==> src/sv/fup_pkg.sv <==
`default_nettype none
package fup_pkg;

  localparam int unsigned QUEUE_DEPTH = 4;
  localparam int unsigned MAX_RESULTS = 3;

  localparam logic [7:0] CH_EQ    = 8'h3D;
  localparam logic [7:0] CH_AMP   = 8'h26;
  localparam logic [7:0] CH_SEMI  = 8'h3B;
  localparam logic [7:0] CH_PCT   = 8'h25;
  localparam logic [7:0] CH_PLUS  = 8'h2B;
  localparam logic [7:0] CH_SPACE = 8'h20;
  localparam logic [7:0] CH_ZERO  = 8'h30;
  localparam logic [7:0] CH_NINE  = 8'h39;
  localparam logic [7:0] CH_UA    = 8'h41;
  localparam logic [7:0] CH_UZ    = 8'h5A;
  localparam logic [7:0] CASE_GAP = 8'h20;
  localparam logic [7:0] ALPHA_OFS = 8'h57;  // 'a' - 10

  typedef enum logic [1:0] {
    KIND_KEY   = 2'd0,
    KIND_VALUE = 2'd1,
    KIND_END   = 2'd2
  } kind_e;

  typedef enum logic [1:0] {
    PH_IDLE  = 2'd0,
    PH_KEY   = 2'd1,
    PH_VALUE = 2'd2
  } phase_e;

  typedef enum logic [1:0] {
    ESC_NONE  = 2'd0,
    ESC_PCT   = 2'd1,
    ESC_DIGIT = 2'd2
  } esc_e;

  typedef struct packed {
    logic [7:0] in_byte;
    logic       end_of_string;
  } in_t;

  typedef struct packed {
    kind_e      kind;
    logic [7:0] out_byte;
    logic       last_of_run;
  } out_t;

  typedef struct packed {
    kind_e      kind;
    logic [7:0] out_byte;
  } res_t;

  typedef struct packed {
    logic [1:0]                   cnt;
    res_t [MAX_RESULTS-1:0]       res;
  } job_t;

  function automatic logic [7:0] digit_value(input logic [7:0] c);
    logic [7:0] l;
    l = c;
    if (c >= CH_ZERO && c <= CH_NINE) begin
      return c - CH_ZERO;
    end
    if (c >= CH_UA && c <= CH_UZ) begin
      l = c + CASE_GAP;
    end
    return l - ALPHA_OFS;
  endfunction

  function automatic logic [7:0] plain_value(input logic [7:0] c);
    return (c == CH_PLUS) ? CH_SPACE : c;
  endfunction

endpackage
`default_nettype wire

==> src/sv/fup_front.sv <==
`default_nettype none
module fup_front (
  input  wire logic         clk_i,
  input  wire logic         rst_ni,
  input  wire logic         in_valid_i,
  output logic              in_ready_o,
  input  wire fup_pkg::in_t in_data_i,
  input  wire logic         q_full_i,
  output logic              q_push_o,
  output fup_pkg::job_t     q_job_o
);
  import fup_pkg::*;

  phase_e     phase_q, phase_d;
  esc_e       esc_q, esc_d;
  logic [7:0] fd_q, fd_d;
  logic       accept;
  logic [7:0] c;
  logic [7:0] dv_hi, dv_lo;
  logic [1:0] n;
  res_t [MAX_RESULTS-1:0] res;

  assign in_ready_o = !q_full_i;
  assign accept     = in_valid_i && in_ready_o;
  assign c          = in_data_i.in_byte;
  assign dv_hi      = digit_value(fd_q);
  assign dv_lo      = digit_value(c);

  always_comb begin
    phase_d = phase_q;
    esc_d   = esc_q;
    fd_d    = fd_q;
    n       = 2'd0;
    res     = '0;

    if (phase_q == PH_VALUE) begin
      if (c == CH_AMP || c == CH_SEMI) begin
        if (esc_d == ESC_PCT) begin
          res[n] = '{KIND_VALUE, CH_PCT};
          n = n + 2'd1;
        end else if (esc_d == ESC_DIGIT) begin
          res[n] = '{KIND_VALUE, CH_PCT};
          n = n + 2'd1;
          res[n] = '{KIND_VALUE, plain_value(fd_d)};
          n = n + 2'd1;
        end
        esc_d = ESC_NONE;
        fd_d  = '0;
        res[n] = '{KIND_END, 8'h00};
        n = n + 2'd1;
        phase_d = PH_IDLE;
      end else begin
        case (esc_q)
          ESC_PCT: begin
            fd_d  = c;
            esc_d = ESC_DIGIT;
          end
          ESC_DIGIT: begin
            res[n] = '{KIND_VALUE, {dv_hi[3:0], 4'h0} + dv_lo};
            n = n + 2'd1;
            esc_d = ESC_NONE;
            fd_d  = '0;
          end
          default: begin
            if (c == CH_PCT) begin
              esc_d = ESC_PCT;
            end else begin
              res[n] = '{KIND_VALUE, plain_value(c)};
              n = n + 2'd1;
            end
          end
        endcase
      end
    end else begin
      if (c == CH_EQ) begin
        phase_d = PH_VALUE;
        esc_d   = ESC_NONE;
        fd_d    = '0;
      end else begin
        res[n] = '{KIND_KEY, c};
        n = n + 2'd1;
        phase_d = PH_KEY;
      end
    end

    if (in_data_i.end_of_string) begin
      if (phase_d == PH_VALUE) begin
        if (esc_d == ESC_PCT) begin
          res[n] = '{KIND_VALUE, CH_PCT};
          n = n + 2'd1;
        end else if (esc_d == ESC_DIGIT) begin
          res[n] = '{KIND_VALUE, CH_PCT};
          n = n + 2'd1;
          res[n] = '{KIND_VALUE, plain_value(fd_d)};
          n = n + 2'd1;
        end
        res[n] = '{KIND_END, 8'h00};
        n = n + 2'd1;
      end else if (phase_d == PH_KEY) begin
        res[n] = '{KIND_END, 8'h00};
        n = n + 2'd1;
      end
      phase_d = PH_IDLE;
      esc_d   = ESC_NONE;
      fd_d    = '0;
    end
  end

  assign q_push_o    = accept && (n != 2'd0);
  assign q_job_o.cnt = n;
  assign q_job_o.res = res;

  always_ff @(posedge clk_i or negedge rst_ni) begin
    if (!rst_ni) begin
      phase_q <= PH_IDLE;
      esc_q   <= ESC_NONE;
      fd_q    <= '0;
    end else if (accept) begin
      phase_q <= phase_d;
      esc_q   <= esc_d;
      fd_q    <= fd_d;
    end
  end

endmodule
`default_nettype wire

==> src/sv/fup_queue.sv <==
`default_nettype none
module fup_queue #(
  parameter int unsigned Depth = fup_pkg::QUEUE_DEPTH
) (
  input  wire logic           clk_i,
  input  wire logic           rst_ni,
  input  wire logic           push_i,
  input  wire fup_pkg::job_t  push_job_i,
  output logic                full_o,
  input  wire logic           pop_i,
  output logic                empty_o,
  output fup_pkg::job_t       head_o
);
  import fup_pkg::*;

  localparam int unsigned PtrW = (Depth > 1) ? $clog2(Depth) : 1;
  localparam int unsigned CntW = $clog2(Depth + 1);
  localparam logic [PtrW-1:0] LastPtr = PtrW'(Depth - 1);
  localparam logic [CntW-1:0] FullCnt = CntW'(Depth);

  job_t            mem_q [Depth];
  logic [PtrW-1:0] wr_q, wr_d, rd_q, rd_d;
  logic [CntW-1:0] cnt_q, cnt_d;
  logic            do_push, do_pop;

  assign full_o  = (cnt_q == FullCnt);
  assign empty_o = (cnt_q == '0);
  assign head_o  = mem_q[rd_q];
  assign do_push = push_i && !full_o;
  assign do_pop  = pop_i && !empty_o;

  always_comb begin
    wr_d  = wr_q;
    rd_d  = rd_q;
    cnt_d = cnt_q;
    if (do_push) begin
      wr_d = (wr_q == LastPtr) ? '0 : wr_q + 1'b1;
    end
    if (do_pop) begin
      rd_d = (rd_q == LastPtr) ? '0 : rd_q + 1'b1;
    end
    if (do_push && !do_pop) begin
      cnt_d = cnt_q + 1'b1;
    end else if (do_pop && !do_push) begin
      cnt_d = cnt_q - 1'b1;
    end
  end

  always_ff @(posedge clk_i or negedge rst_ni) begin
    if (!rst_ni) begin
      wr_q  <= '0;
      rd_q  <= '0;
      cnt_q <= '0;
    end else begin
      wr_q  <= wr_d;
      rd_q  <= rd_d;
      cnt_q <= cnt_d;
    end
  end

  always_ff @(posedge clk_i) begin
    if (do_push) begin
      mem_q[wr_q] <= push_job_i;
    end
  end

endmodule
`default_nettype wire

==> src/sv/fup_back.sv <==
`default_nettype none
module fup_back (
  input  wire logic          clk_i,
  input  wire logic          rst_ni,
  input  wire logic          q_empty_i,
  input  wire fup_pkg::job_t q_head_i,
  output logic               q_pop_o,
  output logic               out_valid_o,
  input  wire logic          out_ready_i,
  output fup_pkg::out_t      out_data_o
);
  import fup_pkg::*;

  logic [1:0] idx_q, idx_d;
  logic       last;
  logic       fire;

  assign out_valid_o = !q_empty_i;
  assign last        = (idx_q == q_head_i.cnt - 2'd1);
  assign fire        = out_valid_o && out_ready_i;
  assign q_pop_o     = fire && last;

  assign out_data_o.kind        = q_head_i.res[idx_q].kind;
  assign out_data_o.out_byte    = q_head_i.res[idx_q].out_byte;
  assign out_data_o.last_of_run = last;

  always_comb begin
    idx_d = idx_q;
    if (fire) begin
      idx_d = last ? 2'd0 : idx_q + 2'd1;
    end
  end

  always_ff @(posedge clk_i or negedge rst_ni) begin
    if (!rst_ni) begin
      idx_q <= 2'd0;
    end else begin
      idx_q <= idx_d;
    end
  end

endmodule
`default_nettype wire

==> src/sv/form_urlencoded_pair_parser.sv <==
// Form-urlencoded key/value splitter and decoder.
// Input channel: one byte of the encoded string per item (in_data_i), with
// end_of_string set on its last byte. Output channel: one result per item,
// a key byte, a decoded value byte or a pair-end marker; last_of_run marks
// the final result caused by one input byte (up to three per byte).
// The front decodes each input byte in the cycle it is accepted and writes
// all its results as one entry into a QueueDepth-entry queue; the back plays
// an entry out one result per cycle while out_ready_i is high. Bytes that
// cause no result ('=' outside a value, '%' and the first escape digit in
// a value) only update the front state. Throughput: one input byte per
// cycle while the queue has room; the output side sustains one result per
// cycle while out_ready_i is high, so bytes with two or three results set
// the long-run input rate to one byte per result delivered.
// Stall: with out_ready_i low, results wait in the queue; in_ready_o drops
// only once the queue is full.
// Reset: parser returns to between pairs with no escape pending and the
// queue empty.
`default_nettype none
module form_urlencoded_pair_parser #(
  parameter int unsigned QueueDepth = fup_pkg::QUEUE_DEPTH
) (
  input  wire logic         clk_i,
  input  wire logic         rst_ni,
  input  wire logic         in_valid_i,
  output logic              in_ready_o,
  input  wire fup_pkg::in_t in_data_i,
  output logic              out_valid_o,
  input  wire logic         out_ready_i,
  output fup_pkg::out_t     out_data_o
);
  import fup_pkg::*;

  logic q_full, q_push, q_pop, q_empty;
  job_t push_job, head_job;

  fup_front u_front (
    .clk_i      (clk_i),
    .rst_ni     (rst_ni),
    .in_valid_i (in_valid_i),
    .in_ready_o (in_ready_o),
    .in_data_i  (in_data_i),
    .q_full_i   (q_full),
    .q_push_o   (q_push),
    .q_job_o    (push_job)
  );

  fup_queue #(
    .Depth (QueueDepth)
  ) u_queue (
    .clk_i      (clk_i),
    .rst_ni     (rst_ni),
    .push_i     (q_push),
    .push_job_i (push_job),
    .full_o     (q_full),
    .pop_i      (q_pop),
    .empty_o    (q_empty),
    .head_o     (head_job)
  );

  fup_back u_back (
    .clk_i       (clk_i),
    .rst_ni      (rst_ni),
    .q_empty_i   (q_empty),
    .q_head_i    (head_job),
    .q_pop_o     (q_pop),
    .out_valid_o (out_valid_o),
    .out_ready_i (out_ready_i),
    .out_data_o  (out_data_o)
  );

endmodule
`default_nettype wire
==> config.mk <==
export PLATFORM = sky130hd
export DESIGN_NAME = form_urlencoded_pair_parser
export DESIGN_NICKNAME = d
export VERILOG_FILES = /design/src/sv/fup_pkg.sv /design/src/sv/fup_front.sv /design/src/sv/fup_queue.sv /design/src/sv/fup_back.sv /design/src/sv/form_urlencoded_pair_parser.sv
export SDC_FILE = /design/constraint.sdc
export NUM_CORES = 1
export LEC_CHECK = 0
export BUFFER_PORTS_ARGS = -buffer_cell sky130_fd_sc_hd__buf_2
export CAP_MARGIN = 20
export CORE_MARGIN = 4
export CORE_UTILIZATION = 55
export DETAILED_ROUTE_END_ITERATION = 10
export GPL_TIMING_DRIVEN = 0
export PLACE_DENSITY = 0.72
export SLEW_MARGIN = 30
export SYNTH_ARGS = -nofsm -noshare
export SYNTH_HDL_FRONTEND = slang
export SYNTH_SLANG_ARGS = --single-unit
export TNS_END_PERCENT = 20
==> constraint.sdc <==
create_clock -name clk_i -period 9 [get_ports clk_i]
set_input_delay 0.9 -clock clk_i [delete_from_list [all_inputs] [get_ports clk_i]]
set_output_delay 0.9 -clock clk_i [all_outputs]
set_load 0.05 [all_outputs]
== Word-level counts from Yosys, hierarchy flattened ==
Memory sizes are Yosys's and may differ from the RTL's.
Index checks and enable logic that the tools add are counted.

* Register bits after elaboration: 21
* RAM bits: 128
* Word-level logic and storage cells: 179
* Memories: 1

{| class="wikitable"
|+ Memories
! name !! words !! bits a word !! rd ports !! clocked after Yosys merged registers in !! write ports !! line !! source
|-
| u_queue.mem_q || 4 || 32 || 1 || 0 || 1 || fup_queue.sv:21 || <nowiki>job_t mem_q [Depth];</nowiki>
|}

* Add/sub/neg operators: 17
* $lt $le $gt $ge: 17
* Equality and inequality tests: 18
* Muxes and demuxes: 83
* Bitwise operators: 12
* Reduce and logical (&&, ||, !) cells: 24

{| class="wikitable"
|+ Operator list
! cell !! number
|-
| 30-bit 2-to-1 mux || 7
|-
| 10-bit 2-to-1 mux || 12
|-
| 8-bit 2-to-1 mux || 12
|-
| 27-bit NOT || 3
|-
| 10-bit demux with 2-bit select || 4
|-
| 8-bit by 6-bit == test with 1-bit output (second input constant) || 7
|-
| 27-bit bitwise AND || 2
|-
| 2-bit 2-to-1 mux || 25
|-
| 20-bit 2-to-1 mux || 2
|-
| 30-bit bitwise mux || 1
|-
| 18-bit by 27-bit bitwise AND with 27-bit output || 1
|-
| 10-bit binary-select mux with 2-bit select || 1
|-
| 10-bit one-hot mux with 2 select lines || 1
|-
| 19-bit 2-to-1 mux || 1
|-
| 18-bit bitwise AND || 1
|-
| 9-bit 2-to-1 mux || 2
|-
| 18-bit NOT || 1
|-
| 8-bit by 6-bit greater-or-equal comparator with 1-bit output (second input constant) || 2
|-
| 8-bit by 7-bit greater-or-equal comparator with 1-bit output (second input constant) || 2
|-
| 8-bit by 6-bit less-or-equal comparator with 1-bit output (second input constant) || 2
|-
| 8-bit by 7-bit less-or-equal comparator with 1-bit output (second input constant) || 2
|-
| 1-bit logical AND || 16
|-
| 4-bit 2-to-1 mux || 4
|-
| 8-bit one-hot mux with 2 select lines || 1
|-
| 27 further kinds || 59
|}

== Logic depth before layout (Yosys ltp) ==
* Depth after elaboration: 24
* Depth in mapped cells: 24
* Gate-level depth less buffers: 22

== Cells and area by module ==
From an unflattened synthesis, not the netlist that was laid out.

* Cell total of the unflattened synthesis: 627
* Area, all modules: 8147.8 sq um

{| class="wikitable"
|+ By module, submodules not included
! module !! instances !! cells an instance !! area an instance (sq um)
|-
| fup_queue || 1 || 205 || 5084.9
|-
| fup_front || 1 || 370 || 2701.3
|-
| fup_back || 1 || 52 || 361.6
|}

== Worst setup path after synthesis ==
Ideal clock, no wire load.

* Path type: input-to-reg
* Start point: in in_data_i[5] (netlist bit)
* End point: mem u_queue.mem_q[3][0] (netlist bit) (enable)
* Arrival time: 4.671 ns
* Required time: 8.608 ns
* Path slack: 3.937 ns
* Stages: 19
* Buffers on the path: 2
* Cell sequence: clkbuf_1 -> inv_1 -> ha_1 -> nor4b_4 -> and3_1 -> buf_6 -> nor2_1 -> o311ai_2 -> inv_1 -> ha_1 -> o21ai_0 -> o21ai_0 -> nor2_1 -> ha_1 -> o22ai_1 -> nand2_1 -> nand2_1 -> o21a_4 -> and2_1

{| class="wikitable"
|+ RTL lines
! item !! line !! source
|-
| start, declared || form_urlencoded_pair_parser.sv:26 || <nowiki>input wire fup_pkg::in_t in_data_i,</nowiki>
|-
| end, declared || fup_queue.sv:21 ||
|}

==> run metrics <==
status=complete, no violations; Synth Warn #=0; Cells after DPL=slightly above 800; Slew HR=0.397; max incr delay on CP=0.47 ns; post-DR vias/cell=around 6.3; Core Rows=43; grt ovf=0; 1st-pass router iterations=6; # resized after CTS=0; final period utilization=0.608; Final Hold Viols=0; post-route minimum period=5.47 ns; Max Cap Violations=0; Critical-path top delay cell=o311ai_2; crit path max fanout=8; Crit path max-delay family=adder cells; most frequent cell on the critical path=ha_1; Final Non-Filler Cells=between 800 and 900; worst path required time=9.36 ns; Post-route DRC=0; metal3 WL=around 1100 µm; initial core utilization=0.567; final setup violation count=0; layout cell share with drive strength beyond 1=0.194; GRT Util Overall=0.238; net count after synthesis=651; FF+latch count, synth=149; clk_lat worst skew=0.43 ns; worst setup path class=input port to flop; Area Overhead vs Synth=13.7%; Port Buffers=23; worst-case reg-to-reg path depth=23; Post-synth EDFFs=128; DRT antenna net count=0; WL met2=9520 µm; clk slew on worst S/H paths=0.06 ns; worst min-delay path category=input port to async pin; setup repair bufs after CTS=0; Worst VDD drop=around 0.00016 V; register area share after synthesis=0.549; ys flop type=edfxtp_1; root buffer cell=clkbuf_16; # diodes=0; Mean Syn Cell Area=about 13 µm²; cts hold-fix bufs=0; Vias=5296; Critical Path Stages=25; first-pass GRT wire length=29400 µm; clk sinks=approximately 150; Yosys cell types=77; Arr. time, crit path=5.83 ns; drt wl/cell=22.0 µm; Design Area, Final=0.00905 mm²; total routed wirelength=18500 µm; vias in the first global route=5303; die width=around 130 µm; Fin Clk Skew=0.0175 ns; Std-Cell Core Area=0.0140 mm²; H-tree levels=4; met1 WL=7680 µm; fillers=1008; total power=2.61 mW; Crit path buffers/inverters=6; cells after synthesis=around 600; CP Capture Type=flop; RePlAce Congestion=0.986; CP Launch Type=input port; Top Metal Used=met4; io pins=26; asr flop ratio synth=0.141; synthesized area=approximately 0.0080 mm²; Max Freq=roughly 180 MHz; Slew @ Worst Pin=0.903 ns; leakage power=3.30 nW; Setup TNS=0 ns; die area=0.0165 mm²; Clock Path Buffers=2; DP Area=0.00841 mm²; drt first-iter violations=689; largest net degree at the start of global routing=22; TritonCTS clock tree=built; Slew Viols, Final=0; CTS Buf Count=17; RSZ-0062 raised after global routing=false; WHS=0.466 ns; Power per Cell Area=288 mW/mm²; initial antenna violation count=0; nets=between 600 and 700; Die H=128 µm; DPL Wire Length=13100 µm
==> cell usage after synthesis (6+ instances only) <==
cell type | number | area, µm²
edfxtp_1 | 128 | 3840
nand2_1 | 52 | 195
ha_1 | 35 | 438
o21ai_0 | 35 | 175
mux4_2 | 32 | 721
inv_1 | 30 | 113
nor2_1 | 30 | 113
dfrtp_1 | 21 | 526
a21oi_1 | 19 | 95.1
o22ai_1 | 19 | 119
clkbuf_1 | 14 | 52.6
xnor2_1 | 13 | 114
mux2i_1 | 10 | 100
a22oi_1 | 8 | 60.1
and2_1 | 8 | 50.1
nand2b_1 | 8 | 50.1
a32oi_1 | 7 | 61.3
nand3_1 | 7 | 35.0
nor3_1 | 7 | 35.0
and3_1 | 6 | 37.5
clkbuf_8 | 6 | 82.6
xor2_1 | 6 | 52.6
==> power breakdown <==
group / switching, mW / internal, mW
clock: 0.270 / 0.488
sequential: 0.0499 / 0.869
combinational: 0.576 / 0.357
==> registers in the layout (all words and copies together), names as in the netlist <==
signal           flops
u_queue.mem_q      128
u_front.fd_q         8
u_queue.cnt_q        3
u_back.idx_q         2
u_front.esc_q        2
u_front.phase_q      2
u_queue.rd_q         2
u_queue.wr_q         2
==> final timing paths <==
kind / slack (ns) / start / to
max in group asynchronous: 8.14 / rst_ni / u_front.fd_q[1]$_DFFE_PN0P_
worst min-delay path: 0.47 / rst_ni / u_back.idx_q[1]$_DFFE_PN0P_
worst max register to register: 4.24 / u_front.esc_q[0]$_DFFE_PN0P_ / u_queue.cnt_q[2]$_DFFE_PN0P_
min in group clk_i: 0.49 / u_queue.cnt_q[2]$_DFFE_PN0P_ / u_queue.cnt_q[2]$_DFFE_PN0P_
worst max-delay path: 3.53 / in_data_i[5] / u_queue.cnt_q[2]$_DFFE_PN0P_
worst min register to register: 0.49 / u_queue.cnt_q[2]$_DFFE_PN0P_ / u_queue.cnt_q[2]$_DFFE_PN0P_
==> placed cells by master (no fill, tap or decap), types with 5 or more instances in the layout <==
master / netlist / final
xor2_1: 6 / 6
mux4_2: 32 / 32
clkbuf_8: 6 / 6
buf_2: 1 / 24
nand3_1: 7 / 7
nor3_1: 7 / 7
inv_1: 30 / 30
a22oi_1: 8 / 8
dfrtp_1: 21 / 21
clkbuf_1: 14 / 14
nand4_1: 5 / 5
nor2_1: 30 / 30
ha_1: 35 / 35
edfxtp_1: 128 / 128
and2_2: 1 / 5
bufinv_16: 0 / 5
nand2_1: 52 / 52
xnor2_1: 13 / 13
and3_1: 6 / 6
a21oi_1: 19 / 19
a221oi_1: 5 / 5
a31oi_1: 5 / 5
o21ai_0: 35 / 35
mux2i_1: 10 / 10
o22ai_1: 19 / 19
nand2b_1: 8 / 8
clkbuf_16: 0 / 17
a32oi_1: 7 / 7
==> logic make-up (layout without fill, tap and decap cells) <==
| logic type | Yosys count | in the layout | synth area share |
|---|---|---|---|
| simple gates | 154 | 154 | 0.104 |
| xor+xnor | 19 | 19 | 0.0209 |
| fa+ha+maj | 37 | 37 | 0.0601 |
| flops | 149 | 149 | 0.549 |
| mux | 48 | 48 | 0.112 |
| compound gates | 132 | 132 | 0.114 |
| buf+inv | 62 | 121 | 0.0409 |
==> through the flow <==
step	setup WS [ns]	util
3_5_place_dp	3.15	0.599
3_3_place_gp	2.71	0.591
6_report	3.53	0.644
2_1_floorplan	3.94	-
5_1_grt	3.09	0.644
4_1_cts	3.53	0.644
==> layout make-up <==
type / count / area [µm²] / share of cell area
plain buffers: 32 / 215 / 0.0238
clock buffers: 17 / 425 / 0.0470
clock inverters: 15 / 210 / 0.0232
inverters: 30 / 113 / 0.0124
multi-input cells: 390 / 3270 / 0.361
flip-flops and latches: 149 / 4370 / 0.483
well taps: 180 / 225 / 0.0249
repair buffers: 27 / 225 / 0.0249
==> metal layers <==
layer  vias to the layer above  global-route usage
met5                         -                   0
met4                         0              0.0699
met3                        21              0.0500
met2                       203               0.406
met1                      2667               0.307
li1                       2405                   -
(Power assumes the default switching activity.)
